<file path="src/hdl/l1ag_pkg.sv">
package l1ag_pkg;

    localparam int ANGLE_BITS = 16;
    localparam int THR_W      = 17;
    localparam int THR_CNT_W  = 5;
    localparam int MAG_SHIFT  = 16;
    localparam int APB_ADDR_W = 4;
    localparam int APB_DATA_W = 32;

    localparam logic [1:0] REG_CHECK_ENABLE    = 2'd0;
    localparam logic [1:0] REG_RATIO_THRESHOLD = 2'd1;
    localparam logic [1:0] REG_USE_MAGNITUDE   = 2'd2;

    localparam logic             RST_CHECK_ENABLE    = 1'b1;
    localparam logic [THR_W-1:0] RST_RATIO_THRESHOLD = 17'd29491;
    localparam logic             RST_USE_MAGNITUDE   = 1'b1;

    typedef struct packed {
        logic signed [ANGLE_BITS-1:0] pitch_angle;
        logic signed [ANGLE_BITS-1:0] roll_angle;
    } in_item_t;

    typedef struct packed {
        logic accept;
        logic window_full;
    } out_item_t;

    typedef struct packed {
        logic clr;
        logic vld;
        logic to_bt;
    } mac_ctl_t;

endpackage

</file>
<file path="src/hdl/l1ag_win_mem.sv">
module l1ag_win_mem #(
    parameter int DEPTH  = 20,
    parameter int DATA_W = 32,
    parameter int ADDR_W = 5
) (
    input  logic              aclk,
    input  logic              wr_en,
    input  logic [ADDR_W-1:0] wr_addr,
    input  logic [DATA_W-1:0] wr_data,
    input  logic [ADDR_W-1:0] rd_addr,
    output logic [DATA_W-1:0] rd_data
);
    logic [DATA_W-1:0] mem [DEPTH];
    logic [DATA_W-1:0] rd_data_reg;

    always_ff @(posedge aclk) begin
        if (wr_en) begin
            mem[wr_addr] <= wr_data;
        end
        rd_data_reg <= mem[rd_addr];
    end

    assign rd_data = rd_data_reg;
endmodule

</file>
<file path="src/hdl/l1ag_mac.sv">
module l1ag_mac #(
    parameter int DEV_W = 22,
    parameter int ACC_W = 51
) (
    input  logic                    aclk,
    input  logic                    aresetn,
    input  l1ag_pkg::mac_ctl_t      ctl,
    input  logic signed [DEV_W-1:0] op_a,
    input  logic signed [DEV_W-1:0] op_b,
    output logic signed [ACC_W-1:0] up,
    output logic signed [ACC_W-1:0] bt
);
    import l1ag_pkg::*;

    localparam int PROD_W = 2 * DEV_W;

    logic signed [PROD_W-1:0] prod_reg;
    logic                     prod_vld_reg;
    logic                     prod_bt_reg;
    logic signed [ACC_W-1:0]  up_reg;
    logic signed [ACC_W-1:0]  bt_reg;
    logic signed [ACC_W-1:0]  prod_ext;

    assign prod_ext = ACC_W'(prod_reg);

    always_ff @(posedge aclk) begin
        if (!aresetn) begin
            prod_vld_reg <= 1'b0;
        end else if (ctl.clr) begin
            prod_vld_reg <= 1'b0;
        end else begin
            prod_vld_reg <= ctl.vld;
        end
    end

    always_ff @(posedge aclk) begin
        prod_reg    <= op_a * op_b;
        prod_bt_reg <= ctl.to_bt;
        if (ctl.clr) begin
            up_reg <= '0;
            bt_reg <= '0;
        end else if (prod_vld_reg) begin
            if (prod_bt_reg) begin
                bt_reg <= bt_reg + prod_ext;
            end else begin
                up_reg <= up_reg + prod_ext;
            end
        end
    end

    assign up = up_reg;
    assign bt = bt_reg;
endmodule

</file>
<file path="src/hdl/lag1_autocorrelation_gate_core.sv">
// channel  | ports                        | moves
// ---------+------------------------------+-------------------------------
// input    | s_valid s_ready s_data       | pitch and roll angle item
// result   | m_valid m_ready m_data       | accept and window_full item
// config   | psel penable pwrite paddr .. | check_enable, threshold, magnitude
//
// full window: one multiplier doing four products per entry, after a sum pass
// over every entry, then a 17-step shift-add threshold multiply; disabled and
// window-filling items skip all of these
// one item at a time; s_ready high only while the sequencer is idle
// a finished item waits in the output register while the next item is taken
// synchronous active-low reset clears the state, window fill and output valid
module lag1_autocorrelation_gate_core #(
    parameter int WINDOW_LEN = 20
) (
    input  logic                                 aclk,
    input  logic                                 aresetn,
    input  logic                                 s_valid,
    output logic                                 s_ready,
    input  l1ag_pkg::in_item_t                   s_data,
    output logic                                 m_valid,
    input  logic                                 m_ready,
    output l1ag_pkg::out_item_t                  m_data,
    input  logic                                 psel,
    input  logic                                 penable,
    input  logic                                 pwrite,
    input  logic [l1ag_pkg::APB_ADDR_W-1:0]      paddr,
    input  logic [l1ag_pkg::APB_DATA_W-1:0]      pwdata,
    output logic [l1ag_pkg::APB_DATA_W-1:0]      prdata,
    output logic                                 pready
);
    import l1ag_pkg::*;

    localparam int IDX_W  = $clog2(WINDOW_LEN);
    localparam int CNT_W  = $clog2(WINDOW_LEN + 1);
    localparam int SUM_W  = ANGLE_BITS + CNT_W;
    localparam int DEV_W  = ANGLE_BITS + CNT_W + 1;
    localparam int ACC_W  = 2 * DEV_W + CNT_W + 2;
    localparam int CMP_W  = ACC_W + THR_W + 1;
    localparam int DATA_W = 2 * ANGLE_BITS;

    typedef enum logic [15:0] {
        ST_IDLE    = 16'b0000_0000_0000_0001,
        ST_WRITE   = 16'b0000_0000_0000_0010,
        ST_SUM_RD  = 16'b0000_0000_0000_0100,
        ST_SUM_ACC = 16'b0000_0000_0000_1000,
        ST_LOAD    = 16'b0000_0000_0001_0000,
        ST_DEV     = 16'b0000_0000_0010_0000,
        ST_M0      = 16'b0000_0000_0100_0000,
        ST_M1      = 16'b0000_0000_1000_0000,
        ST_M2      = 16'b0000_0001_0000_0000,
        ST_M3      = 16'b0000_0010_0000_0000,
        ST_FLUSH   = 16'b0000_0100_0000_0000,
        ST_CHECK   = 16'b0000_1000_0000_0000,
        ST_THR     = 16'b0001_0000_0000_0000,
        ST_CMP     = 16'b0010_0000_0000_0000,
        ST_DONE    = 16'b0100_0000_0000_0000,
        ST_SPARE   = 16'b1000_0000_0000_0000
    } state_t;

    localparam logic signed [DEV_W-1:0] N_DEV = DEV_W'(WINDOW_LEN);

    state_t                   state_reg, state_next;
    in_item_t                 in_reg, in_next;
    logic [IDX_W-1:0]         idx_reg, idx_next;
    logic [IDX_W-1:0]         ptr_reg, ptr_next;
    logic [IDX_W-1:0]         oldest_reg, oldest_next;
    logic [CNT_W-1:0]         fill_reg, fill_next;
    logic signed [SUM_W-1:0]  sum_p_reg, sum_p_next;
    logic signed [SUM_W-1:0]  sum_r_reg, sum_r_next;
    logic signed [DEV_W-1:0]  dp_reg, dp_next;
    logic signed [DEV_W-1:0]  dr_reg, dr_next;
    logic signed [DEV_W-1:0]  prev_p_reg, prev_p_next;
    logic signed [DEV_W-1:0]  prev_r_reg, prev_r_next;
    logic signed [CMP_W-1:0]  rhs_reg, rhs_next;
    logic signed [CMP_W-1:0]  bt_sh_reg, bt_sh_next;
    logic [THR_W-1:0]         thr_sh_reg, thr_sh_next;
    logic [THR_CNT_W-1:0]     thr_cnt_reg, thr_cnt_next;
    out_item_t                res_reg, res_next;
    logic                     m_valid_reg, m_valid_next;
    out_item_t                m_data_reg, m_data_next;

    logic                     check_enable_reg;
    logic [THR_W-1:0]         ratio_threshold_reg;
    logic                     use_magnitude_reg;

    logic                     wr_en;
    logic [IDX_W-1:0]         wr_addr;
    logic [IDX_W-1:0]         rd_addr;
    logic [DATA_W-1:0]        rd_raw;
    in_item_t                 rd_item;
    logic [CNT_W:0]           slot_sum;
    logic [IDX_W-1:0]         fill_slot;
    logic [IDX_W-1:0]         oldest_inc;
    logic [IDX_W-1:0]         ptr_inc;
    logic signed [DEV_W-1:0]  xp_ext, xr_ext;
    logic signed [ACC_W-1:0]  up, bt;
    logic signed [ACC_W-1:0]  up_sel;
    logic signed [CMP_W-1:0]  lhs;
    mac_ctl_t                 mac_ctl;
    logic signed [DEV_W-1:0]  op_a, op_b;
    logic                     cfg_wr;

    l1ag_win_mem #(
        .DEPTH  (WINDOW_LEN),
        .DATA_W (DATA_W),
        .ADDR_W (IDX_W)
    ) u_win_mem (
        .aclk    (aclk),
        .wr_en   (wr_en),
        .wr_addr (wr_addr),
        .wr_data (in_reg),
        .rd_addr (rd_addr),
        .rd_data (rd_raw)
    );

    l1ag_mac #(
        .DEV_W (DEV_W),
        .ACC_W (ACC_W)
    ) u_mac (
        .aclk    (aclk),
        .aresetn (aresetn),
        .ctl     (mac_ctl),
        .op_a    (op_a),
        .op_b    (op_b),
        .up      (up),
        .bt      (bt)
    );

    assign rd_item  = in_item_t'(rd_raw);
    assign xp_ext   = DEV_W'(rd_item.pitch_angle);
    assign xr_ext   = DEV_W'(rd_item.roll_angle);
    assign slot_sum = (CNT_W + 1)'(oldest_reg) + (CNT_W + 1)'(fill_reg);
    assign fill_slot = (slot_sum >= (CNT_W + 1)'(WINDOW_LEN))
                     ? IDX_W'(slot_sum - (CNT_W + 1)'(WINDOW_LEN)) : IDX_W'(slot_sum);
    assign oldest_inc = (oldest_reg == IDX_W'(WINDOW_LEN - 1)) ? '0 : oldest_reg + 1'b1;
    assign ptr_inc    = (ptr_reg == IDX_W'(WINDOW_LEN - 1)) ? '0 : ptr_reg + 1'b1;
    assign rd_addr    = ptr_reg;
    assign up_sel     = (use_magnitude_reg && up[ACC_W-1]) ? -up : up;
    assign lhs        = CMP_W'(up_sel) <<< MAG_SHIFT;

    always_comb begin
        wr_en   = 1'b0;
        wr_addr = fill_slot;
        if (state_reg == ST_WRITE) begin
            wr_en = 1'b1;
            if (fill_reg == CNT_W'(WINDOW_LEN)) begin
                wr_addr = oldest_reg;
            end
        end
    end

    always_comb begin
        mac_ctl = '0;
        op_a    = dp_reg;
        op_b    = dp_reg;
        case (state_reg)
            ST_WRITE: begin
                mac_ctl.clr = 1'b1;
            end
            ST_M0: begin
                mac_ctl.vld   = 1'b1;
                mac_ctl.to_bt = 1'b1;
            end
            ST_M1: begin
                op_b        = prev_p_reg;
                mac_ctl.vld = (idx_reg != '0);
            end
            ST_M2: begin
                op_a          = dr_reg;
                op_b          = dr_reg;
                mac_ctl.vld   = 1'b1;
                mac_ctl.to_bt = 1'b1;
            end
            ST_M3: begin
                op_a        = dr_reg;
                op_b        = prev_r_reg;
                mac_ctl.vld = (idx_reg != '0);
            end
            default: begin
                mac_ctl = '0;
            end
        endcase
    end

    always_comb begin
        state_next   = state_reg;
        in_next      = in_reg;
        idx_next     = idx_reg;
        ptr_next     = ptr_reg;
        oldest_next  = oldest_reg;
        fill_next    = fill_reg;
        sum_p_next   = sum_p_reg;
        sum_r_next   = sum_r_reg;
        dp_next      = dp_reg;
        dr_next      = dr_reg;
        prev_p_next  = prev_p_reg;
        prev_r_next  = prev_r_reg;
        rhs_next     = rhs_reg;
        bt_sh_next   = bt_sh_reg;
        thr_sh_next  = thr_sh_reg;
        thr_cnt_next = thr_cnt_reg;
        res_next     = res_reg;
        m_valid_next = m_valid_reg;
        m_data_next  = m_data_reg;

        if (m_valid_reg && m_ready) begin
            m_valid_next = 1'b0;
        end

        case (state_reg)
            ST_IDLE: begin
                if (s_valid) begin
                    in_next = s_data;
                    if (!check_enable_reg) begin
                        res_next   = '{accept: 1'b1, window_full: 1'b0};
                        state_next = ST_DONE;
                    end else begin
                        state_next = ST_WRITE;
                    end
                end
            end
            ST_WRITE: begin
                if (fill_reg != CNT_W'(WINDOW_LEN)) begin
                    fill_next  = fill_reg + 1'b1;
                    res_next   = '{accept: 1'b1, window_full: 1'b0};
                    state_next = ST_DONE;
                end else begin
                    oldest_next = oldest_inc;
                    ptr_next    = oldest_inc;
                    idx_next    = '0;
                    sum_p_next  = '0;
                    sum_r_next  = '0;
                    state_next  = ST_SUM_RD;
                end
            end
            ST_SUM_RD: begin
                state_next = ST_SUM_ACC;
            end
            ST_SUM_ACC: begin
                sum_p_next = sum_p_reg + SUM_W'(rd_item.pitch_angle);
                sum_r_next = sum_r_reg + SUM_W'(rd_item.roll_angle);
                ptr_next   = ptr_inc;
                if (idx_reg == IDX_W'(WINDOW_LEN - 1)) begin
                    idx_next   = '0;
                    state_next = ST_LOAD;
                end else begin
                    idx_next   = idx_reg + 1'b1;
                    state_next = ST_SUM_RD;
                end
            end
            ST_LOAD: begin
                state_next = ST_DEV;
            end
            ST_DEV: begin
                dp_next    = xp_ext * N_DEV - DEV_W'(sum_p_reg);
                dr_next    = xr_ext * N_DEV - DEV_W'(sum_r_reg);
                state_next = ST_M0;
            end
            ST_M0: begin
                state_next = ST_M1;
            end
            ST_M1: begin
                state_next = ST_M2;
            end
            ST_M2: begin
                state_next = ST_M3;
            end
            ST_M3: begin
                prev_p_next = dp_reg;
                prev_r_next = dr_reg;
                ptr_next    = ptr_inc;
                if (idx_reg == IDX_W'(WINDOW_LEN - 1)) begin
                    state_next = ST_FLUSH;
                end else begin
                    idx_next   = idx_reg + 1'b1;
                    state_next = ST_LOAD;
                end
            end
            ST_FLUSH: begin
                state_next = ST_CHECK;
            end
            ST_CHECK: begin
                if (bt == '0) begin
                    res_next   = '{accept: 1'b1, window_full: 1'b1};
                    state_next = ST_DONE;
                end else begin
                    rhs_next     = '0;
                    bt_sh_next   = CMP_W'(bt);
                    thr_sh_next  = ratio_threshold_reg;
                    thr_cnt_next = '0;
                    state_next   = ST_THR;
                end
            end
            ST_THR: begin
                if (thr_sh_reg[0]) begin
                    rhs_next = rhs_reg + bt_sh_reg;
                end
                bt_sh_next   = bt_sh_reg <<< 1;
                thr_sh_next  = thr_sh_reg >> 1;
                thr_cnt_next = thr_cnt_reg + 1'b1;
                if (thr_cnt_reg == THR_CNT_W'(THR_W - 1)) begin
                    state_next = ST_CMP;
                end
            end
            ST_CMP: begin
                res_next   = '{accept: !(lhs >= rhs_reg), window_full: 1'b1};
                state_next = ST_DONE;
            end
            ST_DONE: begin
                if (!m_valid_reg || m_ready) begin
                    m_valid_next = 1'b1;
                    m_data_next  = res_reg;
                    state_next   = ST_IDLE;
                end
            end
            default: begin
                state_next = ST_IDLE;
            end
        endcase
    end

    always_ff @(posedge aclk) begin
        if (!aresetn) begin
            state_reg   <= ST_IDLE;
            oldest_reg  <= '0;
            fill_reg    <= '0;
            m_valid_reg <= 1'b0;
        end else begin
            state_reg   <= state_next;
            oldest_reg  <= oldest_next;
            fill_reg    <= fill_next;
            m_valid_reg <= m_valid_next;
        end
    end

    always_ff @(posedge aclk) begin
        in_reg      <= in_next;
        idx_reg     <= idx_next;
        ptr_reg     <= ptr_next;
        sum_p_reg   <= sum_p_next;
        sum_r_reg   <= sum_r_next;
        dp_reg      <= dp_next;
        dr_reg      <= dr_next;
        prev_p_reg  <= prev_p_next;
        prev_r_reg  <= prev_r_next;
        rhs_reg     <= rhs_next;
        bt_sh_reg   <= bt_sh_next;
        thr_sh_reg  <= thr_sh_next;
        thr_cnt_reg <= thr_cnt_next;
        res_reg     <= res_next;
        m_data_reg  <= m_data_next;
    end

    // configuration registers
    assign cfg_wr = psel && penable && pwrite;

    always_ff @(posedge aclk) begin
        if (!aresetn) begin
            check_enable_reg    <= RST_CHECK_ENABLE;
            ratio_threshold_reg <= RST_RATIO_THRESHOLD;
            use_magnitude_reg   <= RST_USE_MAGNITUDE;
        end else if (cfg_wr) begin
            case (paddr[3:2])
                REG_CHECK_ENABLE:    check_enable_reg    <= pwdata[0];
                REG_RATIO_THRESHOLD: ratio_threshold_reg <= pwdata[THR_W-1:0];
                REG_USE_MAGNITUDE:   use_magnitude_reg   <= pwdata[0];
                default: begin
                    check_enable_reg <= check_enable_reg;
                end
            endcase
        end
    end

    always_comb begin
        case (paddr[3:2])
            REG_CHECK_ENABLE:    prdata = APB_DATA_W'(check_enable_reg);
            REG_RATIO_THRESHOLD: prdata = APB_DATA_W'(ratio_threshold_reg);
            REG_USE_MAGNITUDE:   prdata = APB_DATA_W'(use_magnitude_reg);
            default:             prdata = '0;
        endcase
    end

    assign pready  = 1'b1;
    assign s_ready = (state_reg == ST_IDLE);
    assign m_valid = m_valid_reg;
    assign m_data  = m_data_reg;
endmodule
</file>
<file path="config.mk">
export PLATFORM = sky130hd
export DESIGN_NAME = lag1_autocorrelation_gate_core
export DESIGN_NICKNAME = d
export VERILOG_FILES = /design/src/hdl/l1ag_pkg.sv /design/src/hdl/l1ag_win_mem.sv /design/src/hdl/l1ag_mac.sv /design/src/hdl/lag1_autocorrelation_gate_core.sv
export SDC_FILE = /design/constraint.sdc
export NUM_CORES = 2
export LEC_CHECK = 0
export ABC_AREA = 1
export BUFFER_PORTS_ARGS = -buffer_cell sky130_fd_sc_hd__buf_4
export CORE_UTILIZATION = 40
export CTS_CLUSTER_DIAMETER = 50
export DETAILED_ROUTE_END_ITERATION = 8
export SLEW_MARGIN = 15
export SYNTH_ARGS = -nofsm -noshare
export SYNTH_HDL_FRONTEND = slang
export SYNTH_SLANG_ARGS = --single-unit
</file>
<file path="constraint.sdc">
create_clock -name aclk -period 8.5 [get_ports aclk]
set_input_delay 0.425 -clock aclk [delete_from_list [all_inputs] [get_ports aclk]]
set_output_delay 0.425 -clock aclk [all_outputs]
set_load 0.01 [all_outputs]
</file>
==> run summary <==
Status: complete, no violations
Largest area contributor in the netlist: edfxtp_1
Post-Route Skew: 64.7 ps
DIE AREA: 0.218 mm²
First-pass GRT wire length: 421000 µm
Mapped Cells: 10300
WP buf/inv: 6
WL/cell: 20.9 µm
Design area: 0.0966 mm²
# rows: 170
EDFF count, synth: 976
Starting DRT DRC Count: 5907
Initial antenna violation count: 8
Hold_sp: m_ready
CTS root buf: clkbuf_16
Placer's final routability congestion estimate: 0.997
Area grow syn2layout: 11.6%
R2r setup slk: 340 ps
Switching Share: 33.6%
DP Wirelength: 209000 µm
Top-count cell post-synth: nand2_1
Synthesized flop and latch total: 1201
Clock sink count: 1201
Avg Synthesized Cell Area: 8.42 µm²
Die H: 467 µm
Reg2reg path depth: 30
Worst skew pair latency: 830 ps
Max-Cap Viols: 0
Max frequency: 0.122 GHz
Crit path launch type: flip-flop
Worst Setup End Kind: flip-flop
P_sw: 5920 µW
H-tree levels: 4
Fin. Hold Viols: 0
Asr flop ratio synth: 0%
Final WL: 280000 µm
Critical Path AT: 8840 ps
WHS Endpoint: m_valid$_SDFF_PN0_
Static leakage: 0.0433 µW
Yosys warnings: 0
Slew headroom: 27.6%
DRT Pass-1 Iters: 6
DRC viols: 0
Logic pwr share: 21.8%
Hold Path Depth: 4
Gr usage total: 25.4%
Post-DRT Antenna Nets: 0
Crit Path Max Fanout: 20
Count of input and output buffers: 78
Slowest cell on the critical path: fa_1
TNS Setup: 0 ps
I/O pin total: 112
Predominant post-synthesis flop cell: edfxtp_1
Vias per cell: 5.30
Kind of critical path: reg2reg
Worst Path Required: 9180 ps
Yosys top cell area share: 33.9%
Core Area: 0.215 mm²
Starting Density: 40.3%
Int Power: 11700 µW
Worst Hold Class: in2reg
Die X: 467 µm
Worst IR drop on VDD: 245 µV
Post-synthesis sequential area ratio: 39.1%
FF-to-FF Start: state_reg[4]$_SDFFE_PN0P_
Power Dens Cells: 183 mW/mm²
Pins Over Slew Limit: 0
Max FFs per register: 640
Clock Power Share: 37.2%
Most used cell, CP: fa_1
CTS Buf Count: 151
Synth top area cells: edfxtp_1, fa_1, nand2_1
Worst-path clk slew: 60 ps
Layout Nets: 11500
Syn Std Cell Area: 0.0865 mm²
Placed instance area: 0.0906 mm²
Critical path's largest stage delay: 550 ps
Vias in the first global route: 70200
Largest net degree at the start of global routing: 222
CTS tree: yes
RSZ-0062 raised after global routing: false
Layout cells sized above 1: 5.92%
Remaining Overflow, GRT: 0
Sequential power share: 40.9%
Critical path's top delay family: adder cells
Clock Path Buffers: 3
Period utilisation layout: 96.0%
Synth unique cells: 62
Worst r2r dst: u_mac.prod_reg[34]$_DFF_P_
Min cycle time layout: 8160 ps
Vias: 71000
Top post-synthesis cells by count: nand2_1, inv_1, nor2_1
Final setup viols: 0
Least-Margin Pin Slew: 1080 ps
per-stage QoR:
step | utilization [%] | setup WS, ps | hold slack [ps] | instances | total power [µW]
2_1_floorplan | - | 746 | 400 | 10300 | 9680
3_3_place_gp | 42.2 | 260 | 418 | 13100 | 11100
3_5_place_dp | 42.2 | 152 | 415 | 13100 | 11100
4_1_cts | 44.9 | 99.3 | 2.86 | 13400 | 17700
5_1_grt | 45.0 | 10.1 | 39.9 | 13400 | 18400
6_report | 45.0 | 336 | 49.0 | 13400 | 17600
area by class of cell:
class	instances	area, µm²
timing repair inverter	1	5.00
sequential	1201	33800
fill	21100	118000
inverter	1658	6250
clock inverter	99	1160
multi-input combinational	7142	45500
antenna	2	5.00
clock buffer	183	4030
tap	2838	3550
timing repair buffer	280	2300
how the worst max path moves through the flow:
stage                         startpoint                    endpoint  cells past startpoint
6_report       state_reg[4]$_SDFFE_PN0P_  u_mac.prod_reg[34]$_DFF_P_                     30
3_5_place_dp   state_reg[0]$_SDFFE_PN1P_  u_mac.prod_reg[39]$_DFF_P_                     29
4_1_cts        state_reg[0]$_SDFFE_PN1P_  u_mac.prod_reg[39]$_DFF_P_                     29
5_1_grt        state_reg[6]$_SDFFE_PN0P_  u_mac.prod_reg[39]$_DFF_P_                     32
3_3_place_gp   state_reg[0]$_SDFFE_PN1P_  u_mac.prod_reg[34]$_DFF_P_                     32
2_1_floorplan  state_reg[0]$_SDFFE_PN1P_  u_mac.prod_reg[39]$_DFF_P_                     30
layer usage:
metal  vias up  wire (µm)  GRT usage [%]
li1      34000          -              -
met3       534      19400           4.76
met1     34100     119000           33.2
met5         -         84              0
met2      2367     129000           41.4
met4        12      12700           10.5
power groups by stage:
stage	combinational, µW	sequential (µW)	clock, µW
2_1_floorplan	2650	7030	0
3_3_place_gp	3760	7320	0
3_5_place_dp	3780	7340	0
4_1_cts	3830	7210	6680
5_1_grt	4300	7230	6910
6_report	3850	7220	6570
tightest hold or removal path, stage by stage:
cell and delay [ps]:
buf_4 150, nor2_1 90, nor2_1 100, nor2_1 40
placed cells by master (no fill, tap or decap), types with 161 or more instances in the layout:
cell type and count:
edfxtp_1 976, nor2_1 1364, nand2_1 2011, ha_1 510, inv_1 1603, buf_4 216
nand3_1 386, dfxtp_1 225, a21oi_1 532, o22ai_1 161, o21ai_0 802, fa_1 509
timing repair:
action | in CTS | in global routing
endpoints found under the setup margin | 0 | 22
endpoints found under the hold margin | 52 | 0
buffers inserted | 0 | 9
gates resized for setup | 0 | 24
hold buffers | 59 | 0
cell families after synthesis:
logic type,after synthesis,share of synthesized area [%]
xor gates and xnor gates,213,2.16
adders and majority gates,1019,19.1
and+or+nand+nor,4094,19.2
DFF,1201,39.1
other,2,0.00868
buffers and inverters,1949,8.74
AOI/OAI and AO/OA,1799,11.6
Power figures use the tool's default switching activity.
